[src/rtl/pts_pkg.sv]
// ----------------------------------------------------------------------------
// pts_pkg
// Widths, codes, reset values and shared types of the PWM tone sequencer.
// ----------------------------------------------------------------------------
package pts_pkg;

    localparam int CMD_W     = 2;
    localparam int FREQ_W    = 16;
    localparam int DUR_W     = 16;
    localparam int SYSCLK_W  = 32;
    localparam int DIVR_W    = 17;   // divisor width of the shared divider
    localparam int CLKDIV_W  = 17;
    localparam int WRAP_W    = 16;
    localparam int LEVEL_W   = 15;
    localparam int ELAPSED_W = 17;
    localparam int TOTAL_W   = 2;

    localparam int S_TDATA_W = 64;
    localparam int S_TUSER_W = CMD_W;
    localparam int M_TDATA_W = 56;

    localparam int QUEUE_DEPTH_DEF = 2;

    localparam logic [SYSCLK_W-1:0] SYSCLK_RST = 32'd125000000;
    localparam logic [CLKDIV_W-1:0] CLKDIV_RST = 17'd1;
    localparam logic [WRAP_W-1:0]   WRAP_RST   = 16'hFFFF;
    localparam logic [WRAP_W-1:0]   WRAP_FLOOR = 16'd2;

    typedef enum logic [CMD_W-1:0] {
        CMD_SINGLE = 2'd0,
        CMD_PAIR   = 2'd1,
        CMD_STOP   = 2'd2,
        CMD_TICK   = 2'd3
    } cmd_t;

    typedef enum logic [1:0] {
        ST_IDLE,
        ST_DIV_COUNT,
        ST_DIV_WRAP,
        ST_RESULT
    } state_t;

    typedef struct packed {
        logic                start;
        logic [SYSCLK_W-1:0] dividend;
        logic [DIVR_W-1:0]   divisor;
    } div_req_t;

    typedef struct packed {
        logic                done;
        logic [SYSCLK_W-1:0] quotient;
    } div_resp_t;

endpackage

[src/rtl/pts_divider.sv]
// ----------------------------------------------------------------------------
// pts_divider
// Restoring divider, one quotient bit per cycle, shared by both divisions.
// ----------------------------------------------------------------------------
module pts_divider (
    input  logic                aclk,
    input  logic                aresetn,
    input  pts_pkg::div_req_t   req,
    output pts_pkg::div_resp_t  resp
);
    import pts_pkg::*;

    localparam int CNT_W = $clog2(SYSCLK_W + 1);

    logic [CNT_W-1:0]    cnt_reg;
    logic                done_reg;
    logic [DIVR_W-1:0]   rem_reg;
    logic [SYSCLK_W-1:0] quo_reg;
    logic [DIVR_W-1:0]   dsr_reg;

    logic [DIVR_W:0]     rem_shift;
    logic [DIVR_W:0]     rem_sub;
    logic                fits;

    always_comb begin
        rem_shift = {rem_reg, quo_reg[SYSCLK_W-1]};
        rem_sub   = rem_shift - {1'b0, dsr_reg};
        fits      = rem_shift >= {1'b0, dsr_reg};
    end

    always_ff @(posedge aclk) begin
        if (!aresetn) begin
            cnt_reg  <= '0;
            done_reg <= 1'b0;
        end else begin
            done_reg <= (cnt_reg == CNT_W'(1));
            if (req.start) begin
                cnt_reg <= CNT_W'(SYSCLK_W);
            end else if (cnt_reg != '0) begin
                cnt_reg <= cnt_reg - CNT_W'(1);
            end
        end
    end

    always_ff @(posedge aclk) begin
        if (req.start) begin
            rem_reg <= '0;
            quo_reg <= req.dividend;
            dsr_reg <= req.divisor;
        end else if (cnt_reg != '0) begin
            rem_reg <= fits ? rem_sub[DIVR_W-1:0] : rem_shift[DIVR_W-1:0];
            quo_reg <= {quo_reg[SYSCLK_W-2:0], fits};
        end
    end

    assign resp.done     = done_reg;
    assign resp.quotient = quo_reg;

endmodule

[src/rtl/pwm_tone_sequencer_unit.sv]
// ----------------------------------------------------------------------------
// pwm_tone_sequencer_unit
// Square-wave tone sequencer: keeps up to two tone segments, times them with
// millisecond ticks and computes divider, wrap and duty for each segment.
// ----------------------------------------------------------------------------
//
//  Channel   Handshake              Payload
//  s_        s_tvalid / s_tready    tuser: command; tdata: freqs and durations
//  m_        m_tvalid / m_tready    tdata: PWM settings and play status
//  cfg_      cfg_wen                cfg_wdata: system clock in hertz
//
//  A segment start with a nonzero frequency runs two 32-step divisions on one
//  shared restoring divider (sysclk / freq, then count / divider): the result
//  and s_tready both come back in the same cycle, out of ST_RESULT; no item is
//  taken meanwhile. Other items (stop, tick, silent segment) skip the divider.
//  Reset is synchronous, active low; the register returns to 125 MHz.
//  The output register holds a result until taken; a new item is accepted
//  meanwhile, and a finished result waits in ST_RESULT while the previous
//  result is still held and m_tready is low.
// ----------------------------------------------------------------------------
module pwm_tone_sequencer_unit #(
    parameter int QUEUE_DEPTH = pts_pkg::QUEUE_DEPTH_DEF
) (
    input  logic                           aclk,
    input  logic                           aresetn,
    // configuration
    input  logic                           cfg_wen,
    input  logic [pts_pkg::SYSCLK_W-1:0]   cfg_wdata,
    // input items
    input  logic                           s_tvalid,
    output logic                           s_tready,
    // [15:0] first_freq, [31:16] first_dur, [47:32] second_freq, [63:48] second_dur
    input  logic [pts_pkg::S_TDATA_W-1:0]  s_tdata,
    // [1:0] command
    input  logic [pts_pkg::S_TUSER_W-1:0]  s_tuser,
    // result items
    output logic                           m_tvalid,
    input  logic                           m_tready,
    // [0] pwm_enabled, [17:1] clock_divider, [33:18] wrap_value,
    // [48:34] duty_level, [49] playing, [50] segment_index, [55:51] zero
    output logic [pts_pkg::M_TDATA_W-1:0]  m_tdata
);
    import pts_pkg::*;

    localparam int IDX_W = (QUEUE_DEPTH > 1) ? $clog2(QUEUE_DEPTH) : 1;
    // slot of the second segment; only used when the queue holds two
    localparam logic [IDX_W-1:0] SEC_IDX = (QUEUE_DEPTH > 1) ? IDX_W'(1) : '0;
    localparam logic [TOTAL_W-1:0] PAIR_TOTAL =
        (QUEUE_DEPTH > 1) ? TOTAL_W'(2) : TOTAL_W'(1);

    // ---------------- registers ----------------
    state_t                 state_reg, state_next;
    logic [SYSCLK_W-1:0]    sysclk_reg;
    logic                   active_reg, active_next;
    logic                   cur_seg_reg, cur_seg_next;
    logic [TOTAL_W-1:0]     seg_total_reg, seg_total_next;
    logic [ELAPSED_W-1:0]   elapsed_reg, elapsed_next;
    logic [CLKDIV_W-1:0]    clkdiv_reg, clkdiv_next;
    logic [WRAP_W-1:0]      wrap_reg, wrap_next;
    logic [LEVEL_W-1:0]     level_reg, level_next;
    logic                   enable_reg, enable_next;
    logic                   m_tvalid_reg, m_tvalid_next;
    logic [M_TDATA_W-1:0]   m_tdata_reg, m_tdata_next;

    logic [FREQ_W-1:0]      seg_freq_reg [QUEUE_DEPTH];
    logic [DUR_W-1:0]       seg_dur_reg  [QUEUE_DEPTH];

    // ---------------- item fields ----------------
    cmd_t                   cmd;
    logic [FREQ_W-1:0]      first_freq, second_freq;
    logic [DUR_W-1:0]       first_dur, second_dur;

    assign cmd         = cmd_t'(s_tuser);
    assign first_freq  = s_tdata[FREQ_W-1:0];
    assign first_dur   = s_tdata[FREQ_W +: DUR_W];
    assign second_freq = s_tdata[FREQ_W+DUR_W +: FREQ_W];
    assign second_dur  = s_tdata[2*FREQ_W+DUR_W +: DUR_W];

    // ---------------- decode ----------------
    logic                   s_accept;
    logic                   out_free;
    logic [IDX_W-1:0]       cur_idx;
    logic [ELAPSED_W-1:0]   elapsed_inc;
    logic                   seg_end;
    logic [TOTAL_W-1:0]     next_seg;
    logic                   begin_seg;      // item starts a segment
    logic                   begin_second;   // the started segment is the second
    logic                   halt_seg;       // item stops playback
    logic [FREQ_W-1:0]      begin_freq;
    logic                   need_div;
    logic                   wr_first, wr_second;

    div_req_t               div_req;
    div_resp_t              div_resp;
    logic [WRAP_W-1:0]      wrap_calc;

    assign s_accept = s_tvalid && s_tready;
    assign out_free = !m_tvalid_reg || m_tready;

    always_comb begin
        cur_idx      = cur_seg_reg ? SEC_IDX : '0;
        // saturate at the counter top
        elapsed_inc  = (elapsed_reg == '1) ? elapsed_reg : elapsed_reg + ELAPSED_W'(1);
        seg_end      = elapsed_inc >= ELAPSED_W'(seg_dur_reg[cur_idx]);
        next_seg     = {1'b0, cur_seg_reg} + TOTAL_W'(1);
        begin_seg    = 1'b0;
        begin_second = 1'b0;
        halt_seg     = 1'b0;
        begin_freq   = first_freq;
        wr_first     = 1'b0;
        wr_second    = 1'b0;
        case (cmd)
            CMD_SINGLE: begin
                wr_first  = 1'b1;
                begin_seg = 1'b1;
            end
            CMD_PAIR: begin
                wr_first  = 1'b1;
                wr_second = (QUEUE_DEPTH > 1);
                begin_seg = 1'b1;
            end
            CMD_STOP: begin
                halt_seg = 1'b1;
            end
            CMD_TICK: begin
                if (active_reg && seg_end) begin
                    if (next_seg < seg_total_reg) begin
                        begin_seg    = 1'b1;
                        begin_second = 1'b1;
                        begin_freq   = seg_freq_reg[SEC_IDX];
                    end else begin
                        halt_seg = 1'b1;
                    end
                end
            end
            default: begin
                halt_seg = 1'b0;
            end
        endcase
        need_div = begin_seg && (begin_freq != '0);
    end

    // ---------------- shared divider ----------------
    pts_divider u_div (
        .aclk    (aclk),
        .aresetn (aresetn),
        .req     (div_req),
        .resp    (div_resp)
    );

    // apply the floor of two to the second quotient
    assign wrap_calc = (div_resp.quotient < SYSCLK_W'(WRAP_FLOOR))
                     ? WRAP_FLOOR : div_resp.quotient[WRAP_W-1:0];

    // ---------------- next state ----------------
    always_comb begin
        state_next = state_reg;
        case (state_reg)
            ST_IDLE: begin
                if (s_accept) begin
                    state_next = need_div ? ST_DIV_COUNT : ST_RESULT;
                end
            end
            ST_DIV_COUNT: begin
                if (div_resp.done) begin
                    state_next = ST_DIV_WRAP;
                end
            end
            ST_DIV_WRAP: begin
                if (div_resp.done) begin
                    state_next = ST_RESULT;
                end
            end
            ST_RESULT: begin
                if (out_free) begin
                    state_next = ST_IDLE;
                end
            end
            default: begin
                state_next = ST_IDLE;
            end
        endcase
    end

    // ---------------- datapath and outputs ----------------
    always_comb begin
        active_next    = active_reg;
        cur_seg_next   = cur_seg_reg;
        seg_total_next = seg_total_reg;
        elapsed_next   = elapsed_reg;
        clkdiv_next    = clkdiv_reg;
        wrap_next      = wrap_reg;
        level_next     = level_reg;
        enable_next    = enable_reg;
        m_tvalid_next  = m_tvalid_reg && !m_tready;
        m_tdata_next   = m_tdata_reg;
        div_req.start    = 1'b0;
        div_req.dividend = sysclk_reg;
        div_req.divisor  = DIVR_W'(begin_freq);

        case (state_reg)
            ST_IDLE: begin
                if (s_accept) begin
                    if (wr_first) begin
                        seg_total_next = wr_second ? PAIR_TOTAL : TOTAL_W'(1);
                    end
                    if (cmd == CMD_TICK && active_reg) begin
                        elapsed_next = elapsed_inc;
                    end
                    if (begin_seg) begin
                        cur_seg_next = begin_second;
                        elapsed_next = '0;
                        active_next  = 1'b1;
                        if (begin_freq == '0) begin
                            // silent segment: drop the duty, keep the rest
                            level_next = '0;
                        end else begin
                            div_req.start = 1'b1;
                        end
                    end
                    if (halt_seg) begin
                        active_next    = 1'b0;
                        seg_total_next = '0;
                        level_next     = '0;
                        enable_next    = 1'b0;
                    end
                end
            end
            ST_DIV_COUNT: begin
                // divider = count / 65536 + 1, then wrap = count / divider
                div_req.dividend = div_resp.quotient;
                div_req.divisor  = DIVR_W'(div_resp.quotient[SYSCLK_W-1:16])
                                 + DIVR_W'(1);
                if (div_resp.done) begin
                    div_req.start = 1'b1;
                    clkdiv_next   = CLKDIV_W'(div_req.divisor);
                end
            end
            ST_DIV_WRAP: begin
                if (div_resp.done) begin
                    wrap_next   = wrap_calc;
                    level_next  = wrap_calc[WRAP_W-1:1];
                    enable_next = 1'b1;
                end
            end
            ST_RESULT: begin
                if (out_free) begin
                    m_tvalid_next = 1'b1;
                    m_tdata_next  = {5'b0, cur_seg_reg, active_reg, level_reg,
                                     wrap_reg, clkdiv_reg, enable_reg};
                end
            end
            default: begin
                m_tvalid_next = m_tvalid_reg && !m_tready;
            end
        endcase
    end

    // ---------------- registers ----------------
    always_ff @(posedge aclk) begin
        if (!aresetn) begin
            state_reg     <= ST_IDLE;
            sysclk_reg    <= SYSCLK_RST;
            active_reg    <= 1'b0;
            cur_seg_reg   <= 1'b0;
            seg_total_reg <= '0;
            elapsed_reg   <= '0;
            clkdiv_reg    <= CLKDIV_RST;
            wrap_reg      <= WRAP_RST;
            level_reg     <= '0;
            enable_reg    <= 1'b0;
            m_tvalid_reg  <= 1'b0;
        end else begin
            state_reg     <= state_next;
            if (cfg_wen) begin
                sysclk_reg <= cfg_wdata;
            end
            active_reg    <= active_next;
            cur_seg_reg   <= cur_seg_next;
            seg_total_reg <= seg_total_next;
            elapsed_reg   <= elapsed_next;
            clkdiv_reg    <= clkdiv_next;
            wrap_reg      <= wrap_next;
            level_reg     <= level_next;
            enable_reg    <= enable_next;
            m_tvalid_reg  <= m_tvalid_next;
        end
    end

    // segment store and output payload: no reset
    always_ff @(posedge aclk) begin
        m_tdata_reg <= m_tdata_next;
        if (s_accept && wr_first) begin
            seg_freq_reg['0] <= first_freq;
            seg_dur_reg['0]  <= first_dur;
        end
        if (s_accept && wr_second) begin
            seg_freq_reg[SEC_IDX] <= second_freq;
            seg_dur_reg[SEC_IDX]  <= second_dur;
        end
    end

    assign s_tready = (state_reg == ST_IDLE);
    assign m_tvalid = m_tvalid_reg;
    assign m_tdata  = m_tdata_reg;

endmodule

[config.mk]
export PLATFORM = sky130hd
export DESIGN_NAME = pwm_tone_sequencer_unit
export DESIGN_NICKNAME = d
export VERILOG_FILES = /design/src/rtl/pts_pkg.sv /design/src/rtl/pts_divider.sv /design/src/rtl/pwm_tone_sequencer_unit.sv
export SDC_FILE = /design/constraint.sdc
export NUM_CORES = 1
export LEC_CHECK = 0
export CELL_PAD_IN_SITES_DETAIL_PLACEMENT = 0
export CELL_PAD_IN_SITES_GLOBAL_PLACEMENT = 2
export CORE_UTILIZATION = 42
export DETAILED_ROUTE_END_ITERATION = 7
export DONT_BUFFER_PORTS = 1
export HOLD_SLACK_MARGIN = 0.02
export MAX_ROUTING_LAYER = met4
export PLACE_DENSITY = 0.77
export RECOVER_POWER = 100
export REMOVE_ABC_BUFFERS = 1
export SETUP_SLACK_MARGIN = 0.4
export SLEW_MARGIN = 20
export SYNTH_ARGS = -nofsm -noshare
export SYNTH_HDL_FRONTEND = slang
export SYNTH_HIERARCHICAL = 1
export SYNTH_SLANG_ARGS = --single-unit
[constraint.sdc]
create_clock -name aclk -period 5.82 [get_ports aclk]
set_input_delay 0.582 -clock aclk [delete_from_list [all_inputs] [get_ports aclk]]
set_output_delay 0.582 -clock aclk [all_outputs]
set_load 0.01 [all_outputs]
==> impl_metrics.json, run 1 <==
{
  "synth_most_common_cell": "edfxtp_1",
  "fin_util": 0.466,
  "yosys-top-cells-count": "148 x edfxtp_1, 139 x nand2_1, 129 x dfxtp_1",
  "instances_no_fill": 1601,
  "synth_area_leader_cell": "edfxtp_1",
  "placed_cell_area_mm2": 0.0134,
  "htreeDepth": 1,
  "clkSinkCount": 277,
  "clock_insertion_delay_worst_skew_ns": 0.57,
  "start_util": 0.427,
  "ant_nets": 0,
  "final.setup_skew_ns": 0.0114,
  "first_pass_iters": 5,
  "post-cts-setup-buffer-count": 0,
  "crit_path_start": "elapsed_reg[0]",
  "power_leakage_nw": 5.36,
  "cts-root-buf": "clkbuf_16",
  "crit_required_ns": 6.33,
  "grt_pass1_vias": 8445,
  "yosys-top-cells-area": "edfxtp_1 34%, dfxtp_1 20%, mux2i_1 5.8%",
  "largest_register_ffs": 51,
  "core_area_mm2": 0.0306,
  "synth_edf_count": 148,
  "drtIter0Drc": 497,
  "cpPeakStageDelay_ns": 0.61,
  "syn_area_per_cell_um2": 11.0,
  "die_area_mm2": 0.0318,
  "hold_path.class": "in -> reg",
  "place_ws_ns": 0.822,
  "layout_worst_path_cycle_share": 0.875,
  "switching_share": 0.347,
  "pwr-share-seq": 0.419,
  "cts_buffers": 31,
  "grt_max_degree": 69,
  "slew_violations": 156,
  "synth-main-ff-cell": "edfxtp_1",
  "p_int_w": 0.00444,
  "design_area_mm2": 0.0143,
  "critical_path_class": "reg -> reg",
  "ff_latch_area_mm2": 0.00703,
  "grt_pass1_wl_mm": 48.8,
  "cp_num_cells": 19,
  "crit_buf_inv": 0,
  "path_cells": "ha_1 > and2_0 > and3_1 > a21oi_2 > and3_1 > nor2b_1 > or2_2 > ha_1 > nand4_1 > nor4_1 > or3_1 > a22o_1 > o21ai_0 > nor2_1 > a221o_2 > nor2_1 > o41ai_1 > a2111o_1 > nand3_1",
  "violations": "capacitance limit, slew limit",
  "clock_path_buffers": 3,
  "rows": 64,
  "max_freq_ghz": 0.196,
  "end_kind": "flop",
  "setup_tns_ns": 0,
  "grt_overflow_total": 0,
  "layout_min_cycle_time_ns": 5.09,
  "rsz0062_at_grt": "no",
  "io_buffers": 0,
  "endpoint": "u_div/rem_reg[13]",
  "dr_total_vias": 8583,
  "cap_viol_max_count": 4,
  "start_kind": "flop",
  "r2r-end": "u_div/rem_reg[13]",
  "cts_hold_buf": 0,
  "io_pins": 161,
  "wl_per_cell_um": 19.6,
  "area_delta_synth_final_pct": 9.24,
  "grtUsageTotal": 0.206,
  "p_clk_frac": 0.278,
  "p_comb_frac": 0.303,
  "synth_area_mm2": 0.0131,
  "cts_tree": "built",
  "r2r_cells": 19,
  "multi_input_area_mm2": 0.00553,
  "finalSetupViolCount": 0,
  "power.density_mw_per_mm2": 477,
  "nFillCells": 2888,
  "cp_slowest_cell": "a221o_2",
  "r2r_start": "elapsed_reg[0]",
  "wirelength_mm": 31.4,
  "ff2ff_setup_slack_ns": 0.73,
  "tightest_slew_ns": 2.97,
  "critical_path.top_delay_family": "simple AND/OR/NAND/NOR gates",
  "layout_setup_ws_ns": 0.726,
  "fp.dieH_um": 178,
  "ir_worst_vdd_uv": 246,
  "nets": 1327,
  "synth_top_area_frac": 0.341,
  "cts_resized": 0,
  "async_reset_ff_frac": 0,
  "synth_cell_types": 75,
  "place.gp.congestion": 0.862,
  "antenna_found_initial": 1,
  "die_x_um": 178,
  "outcome": "finished, violations left",
  "synth_warnings": 6,
  "hold_viol": 0,
  "ys_seq_area_frac": 0.538,
  "ys_seq_elements": 277,
  "drc": 0,
  "maxSlewHeadroom": -0.982,
  "dp_cells": 1542,
  "syn_inst": 1190,
  "path_max_fanout": 18,
  "viasPerCell": 5.36,
  "arrival_ns": 5.61,
  "p_switching_w": 0.00236,
  "hpwlAfterDp_mm": 21.7,
  "clkSlewWorstSetupHoldPaths_ns": 0.06,
  "drive_gt1_frac": 0.125
}
[layout by cell type (no fill, tap or decap), types with 4 or more instances in the layout]
cell type / netlist / final
edfxtp_1: 148 / 148
nand3_1: 34 / 34
a21o_1: 4 / 4
clkinv_2: 0 / 5
and3_1: 13 / 13
nand2b_1: 12 / 12
or2_2: 16 / 16
o211ai_1: 6 / 6
dfxtp_1: 129 / 129
or2_1: 6 / 4
o21ai_0: 35 / 45
nand4_1: 14 / 14
xor2_1: 12 / 12
nand2_1: 139 / 139
and4_1: 6 / 6
a22oi_1: 10 / 10
inv_1: 39 / 40
mux2_2: 65 / 65
ha_1: 44 / 44
and2_1: 8 / 5
clkinv_1: 1 / 6
nor4_1: 19 / 19
nor2_1: 97 / 96
o22ai_1: 5 / 5
a21oi_1: 37 / 43
buf_4: 6 / 4
clkbuf_1: 35 / 16
and2_0: 1 / 4
mux2i_1: 75 / 75
a211oi_1: 11 / 11
nor2b_1: 9 / 9
a31oi_1: 5 / 6
conb_1: 1 / 5
xnor2_1: 27 / 27
a21oi_2: 12 / 6
nor3_1: 30 / 30
clkbuf_16: 0 / 31
[how the worst min path moves through the flow]
| stage | slack, ns | cells past startpoint | startpoint | end |
|---|---|---|---|---|
| floorplan | 0.41 | 0 | enable_reg | m_tdata[0] |
| global placement | 0.41 | 0 | level_reg[5] | m_tdata[39] |
| detailed placement | 0.41 | 0 | wrap_reg[10] | m_tdata[28] |
| CTS | 0.06 | 1 | aresetn | sysclk_reg[14] |
| global route | 0.06 | 1 | aresetn | sysclk_reg[14] |
| finish | 0.08 | 1 | aresetn | sysclk_reg[14] |
[cell type report]
cell class	count	share of cell area
well taps	396	0.0348
inverters	40	0.0105
clock inverters	16	0.0101
diodes	1	0.000176
flip-flops and latches	277	0.493
repair buffers	12	0.00535
clock buffers	42	0.0587
multi-input cells	817	0.388
[per-stage QoR]
stage	hold WS, ns	total power, W
finish	0.0840	0.00681
global route	0.0591	0.00723
global placement	0.412	0.00497
CTS	0.0580	0.00690
floorplan	0.408	0.00433
detailed placement	0.413	0.00499
[metal layers]
layer  part of all wire  GRT usage
met3              0.043     0.0352
met2               0.46      0.318
met4              0.020     0.0494
met1               0.48      0.280
met5                  0          -
[kinds of logic after synthesis]
| kind of cell | after synthesis | share of synthesized area |
|---|---|---|
| AOI/OAI and AO/OA | 175 | 0.0935 |
| other | 1 | 0.000287 |
| buffers and inverters | 100 | 0.0348 |
| adders and majority gates | 45 | 0.0437 |
| DFF | 277 | 0.538 |
| and+or+nand+nor | 413 | 0.150 |
| muxes | 140 | 0.114 |
| xor gates and xnor gates | 39 | 0.0262 |
[power by group through the flow]
stage | Combinational (W) | Sequential (W) | Clock, W
final | 0.00206 | 0.00285 | 0.00189
after global routing | 0.00231 | 0.00290 | 0.00202
after CTS | 0.00212 | 0.00285 | 0.00194
after detailed placement | 0.00210 | 0.00289 | 0
after global placement | 0.00209 | 0.00288 | 0
after floorplan | 0.00158 | 0.00276 | 0
Power figures use the tool's default switching activity.
==> run 2, diff against run 1 <==
--- a/config.mk
+++ b/config.mk
@@ -7,15 +7,16 @@
 export LEC_CHECK = 0
 export CELL_PAD_IN_SITES_DETAIL_PLACEMENT = 0
 export CELL_PAD_IN_SITES_GLOBAL_PLACEMENT = 2
-export CORE_UTILIZATION = 42
+export CORE_UTILIZATION = 38
 export DETAILED_ROUTE_END_ITERATION = 7
 export DONT_BUFFER_PORTS = 1
 export HOLD_SLACK_MARGIN = 0.02
 export MAX_ROUTING_LAYER = met4
-export PLACE_DENSITY = 0.77
+export PLACE_DENSITY = 0.73
 export RECOVER_POWER = 100
 export REMOVE_ABC_BUFFERS = 1
 export SETUP_SLACK_MARGIN = 0.4
+export SKIP_LAST_GASP = 1
 export SLEW_MARGIN = 20
 export SYNTH_ARGS = -nofsm -noshare
 export SYNTH_HDL_FRONTEND = slang
==> constraint.sdc (replaced) <==
create_clock -name aclk -period 4.4 [get_ports aclk]
set_input_delay 0.44 -clock aclk [delete_from_list [all_inputs] [get_ports aclk]]
set_output_delay 0.44 -clock aclk [all_outputs]
set_load 0.01 [all_outputs]
==> impl_metrics.json, run 2 (synthesis results as in run 1) <==
{
  "wirelength_mm": 35.0,
  "crit_required_ns": 4.71,
  "path_cells": "ha_4 > and2_4 > and3_4 > a21oi_4 > clkbuf_1 > nand3_1 > xnor2_1 > ha_1 > nand4_1 > nor4_1 > or3_1 > a22o_2 > o21ai_2 > nor2_1 > a221o_2 > buf_12 > buf_12 > mux2_4",
  "tightest_slew_ns": 2.45,
  "cpPeakStageDelay_ns": 0.44,
  "nets": 1477,
  "drtIter0Drc": 598,
  "grtUsageTotal": 0.204,
  "hpwlAfterDp_mm": 23.5,
  "r2r_cells": 18,
  "io_pins": 161,
  "ir_worst_vdd_uv": 361,
  "grt_overflow_total": 0,
  "power.density_mw_per_mm2": 599,
  "max_freq_ghz": 0.247,
  "ff_latch_area_mm2": 0.00703,
  "totalPowerFinal_w": 0.00967,
  "pwr-share-seq": 0.391,
  "nFillCells": 3166,
  "cp_common_cell": "buf_12",
  "holdPathStages": 2,
  "min_to": "sysclk_reg[1]",
  "grt_pass1_wl_mm": 54.1,
  "drive_gt1_frac": 0.183,
  "path_max_fanout": 8,
  "io_buffers": 0,
  "die_x_um": 187,
  "worst_hold_slack_ns": 0.0443,
  "clkSlewWorstSetupHoldPaths_ns": 0.06,
  "min-delay-start": "cfg_wen",
  "cts-root-buf": "clkbuf_16",
  "antenna_found_initial": 1,
  "slew_violations": 109,
  "layout_common_cells": "148 x edfxtp_1, 137 x nand2_1, 123 x dfxtp_1",
  "htreeDepth": 1,
  "rows": 67,
  "r2r_start": "elapsed_reg[1]",
  "core_area_mm2": 0.0337,
  "clkSinkCount": 277,
  "ff2ff_setup_slack_ns": 0.35,
  "rsz0062_at_grt": "yes",
  "cp_slowest_cell": "a221o_2",
  "layout_min_cycle_time_ns": 4.05,
  "die_area_mm2": 0.0351,
  "p_switching_w": 0.00329,
  "p_int_w": 0.00638,
  "switching_share": 0.340,
  "clock_path_buffers": 3,
  "outcome": "finished, violations left",
  "first_pass_iters": 5,
  "fp.dieH_um": 187,
  "r2r-end": "u_div/quo_reg[24]",
  "final.setup_skew_ns": 0.00978,
  "end_kind": "flop",
  "fin_util": 0.479,
  "power_leakage_nw": 6.19,
  "area_delta_synth_final_pct": 23.7,
  "violations": "capacitance limit, slew limit",
  "cts_buffers": 31,
  "cap_viol_max_count": 3,
  "largest_register_ffs": 51,
  "place.gp.congestion": 0.871,
  "dr_total_vias": 9253,
  "arrival_ns": 4.37,
  "viasPerCell": 5.13,
  "clock_insertion_delay_worst_skew_ns": 0.57,
  "drc": 0,
  "finalSetupViolCount": 0,
  "ant_nets": 0,
  "p_comb_frac": 0.329,
  "maxSlewHeadroom": -0.639,
  "start_kind": "flop",
  "multi_input_area_mm2": 0.00575,
  "critical_path_class": "reg -> reg",
  "layout_worst_path_cycle_share": 0.921,
  "start_util": 0.387,
  "final_common_cell": "edfxtp_1",
  "cts_tree": "built",
  "hold_viol": 0,
  "wl_per_cell_um": 19.4,
  "p_clk_frac": 0.280,
  "hold_path.class": "in -> reg",
  "grt_max_degree": 53,
  "grt_pass1_vias": 9207
}
-- run 2: changes by cell type in the layout (fill, tap and decap cells not counted), moves of 6 or more --
cell / delta
buf_4: +29
dfxtp_1: -6
clkbuf_4: +7
buf_6: +6
dfxtp_2: +6
dlygate4sd3_1: +94
o21ai_0: -6
-- run 2: layout make-up --
type                    count  area share
diodes                      2    0.000310
clock buffers              39      0.0524
clock inverters            19      0.0140
inverters                  40     0.00930
multi-input cells         818       0.356
flip-flops and latches    277       0.436
well taps                 448      0.0347
repair buffers            161      0.0972
-- run 2: timing repair --
item / 4_1_cts / 5_1_grt
hold endpoints to repair: 103 / 0
pin swaps: 22 / 2
gates cloned: 6 / 1
hold buffers: 95 / 0
gates resized for setup: 51 / 18
setup buffers: 15 / 6
endpoints found under the setup margin: 106 / 108
-- run 2: critical path, delay by kind of cell (launching register included) --
family | cells | cell delay (ns)
xor gates and xnor gates | 1 | 0.22
muxes | 1 | 0.29
AOI/OAI and AO/OA | 4 | 0.97
adders and majority gates | 2 | 0.42
and+or+nand+nor | 7 | 1.04
DFF | 1 | 0.33
buffers and inverters | 3 | 0.52
-- run 2: how the worst max path moves through the flow --
stage          slack (ns)            from           endpoint
6_report             0.35  elapsed_reg[1]  u_div/quo_reg[24]
5_1_grt              0.14  elapsed_reg[0]   u_div/rem_reg[0]
4_1_cts              0.34  elapsed_reg[1]  u_div/quo_reg[24]
3_5_place_dp          0.1  elapsed_reg[0]  u_div/rem_reg[13]
3_3_place_gp         0.17  elapsed_reg[0]   u_div/cnt_reg[1]
2_1_floorplan       -1.86  elapsed_reg[0]   u_div/quo_reg[0]
-- run 2: power groups by stage --
stage / clock network [W] / registers [W] / logic (W)
floorplan: 0 / 0.00365 / 0.00208
global placement: 0 / 0.00382 / 0.00285
detailed placement: 0 / 0.00383 / 0.00286
CTS: 0.00277 / 0.00377 / 0.00323
global route: 0.00289 / 0.00385 / 0.00351
finish: 0.00271 / 0.00378 / 0.00318
-- run 2: per-layer routing --
layer	up-vias	track usage	routed length, um
met5	-	-	0
met4	0	0.0413	516
met3	46	0.0340	1450
met2	172	0.319	16300
met1	4447	0.277	16800
li1	4588	-	-
-- run 2: per-stage QoR --
stage	instances	area [um^2]	setup TNS, ns	worst slack, ns
4_1_cts	1795	16100	0	0.337
3_3_place_gp	1621	13700	0	0.169
6_report	1804	16100	0	0.348
3_5_place_dp	1621	13700	0	0.0983
5_1_grt	1803	16100	0	0.140
2_1_floorplan	1134	12800	-127.58	-1.86
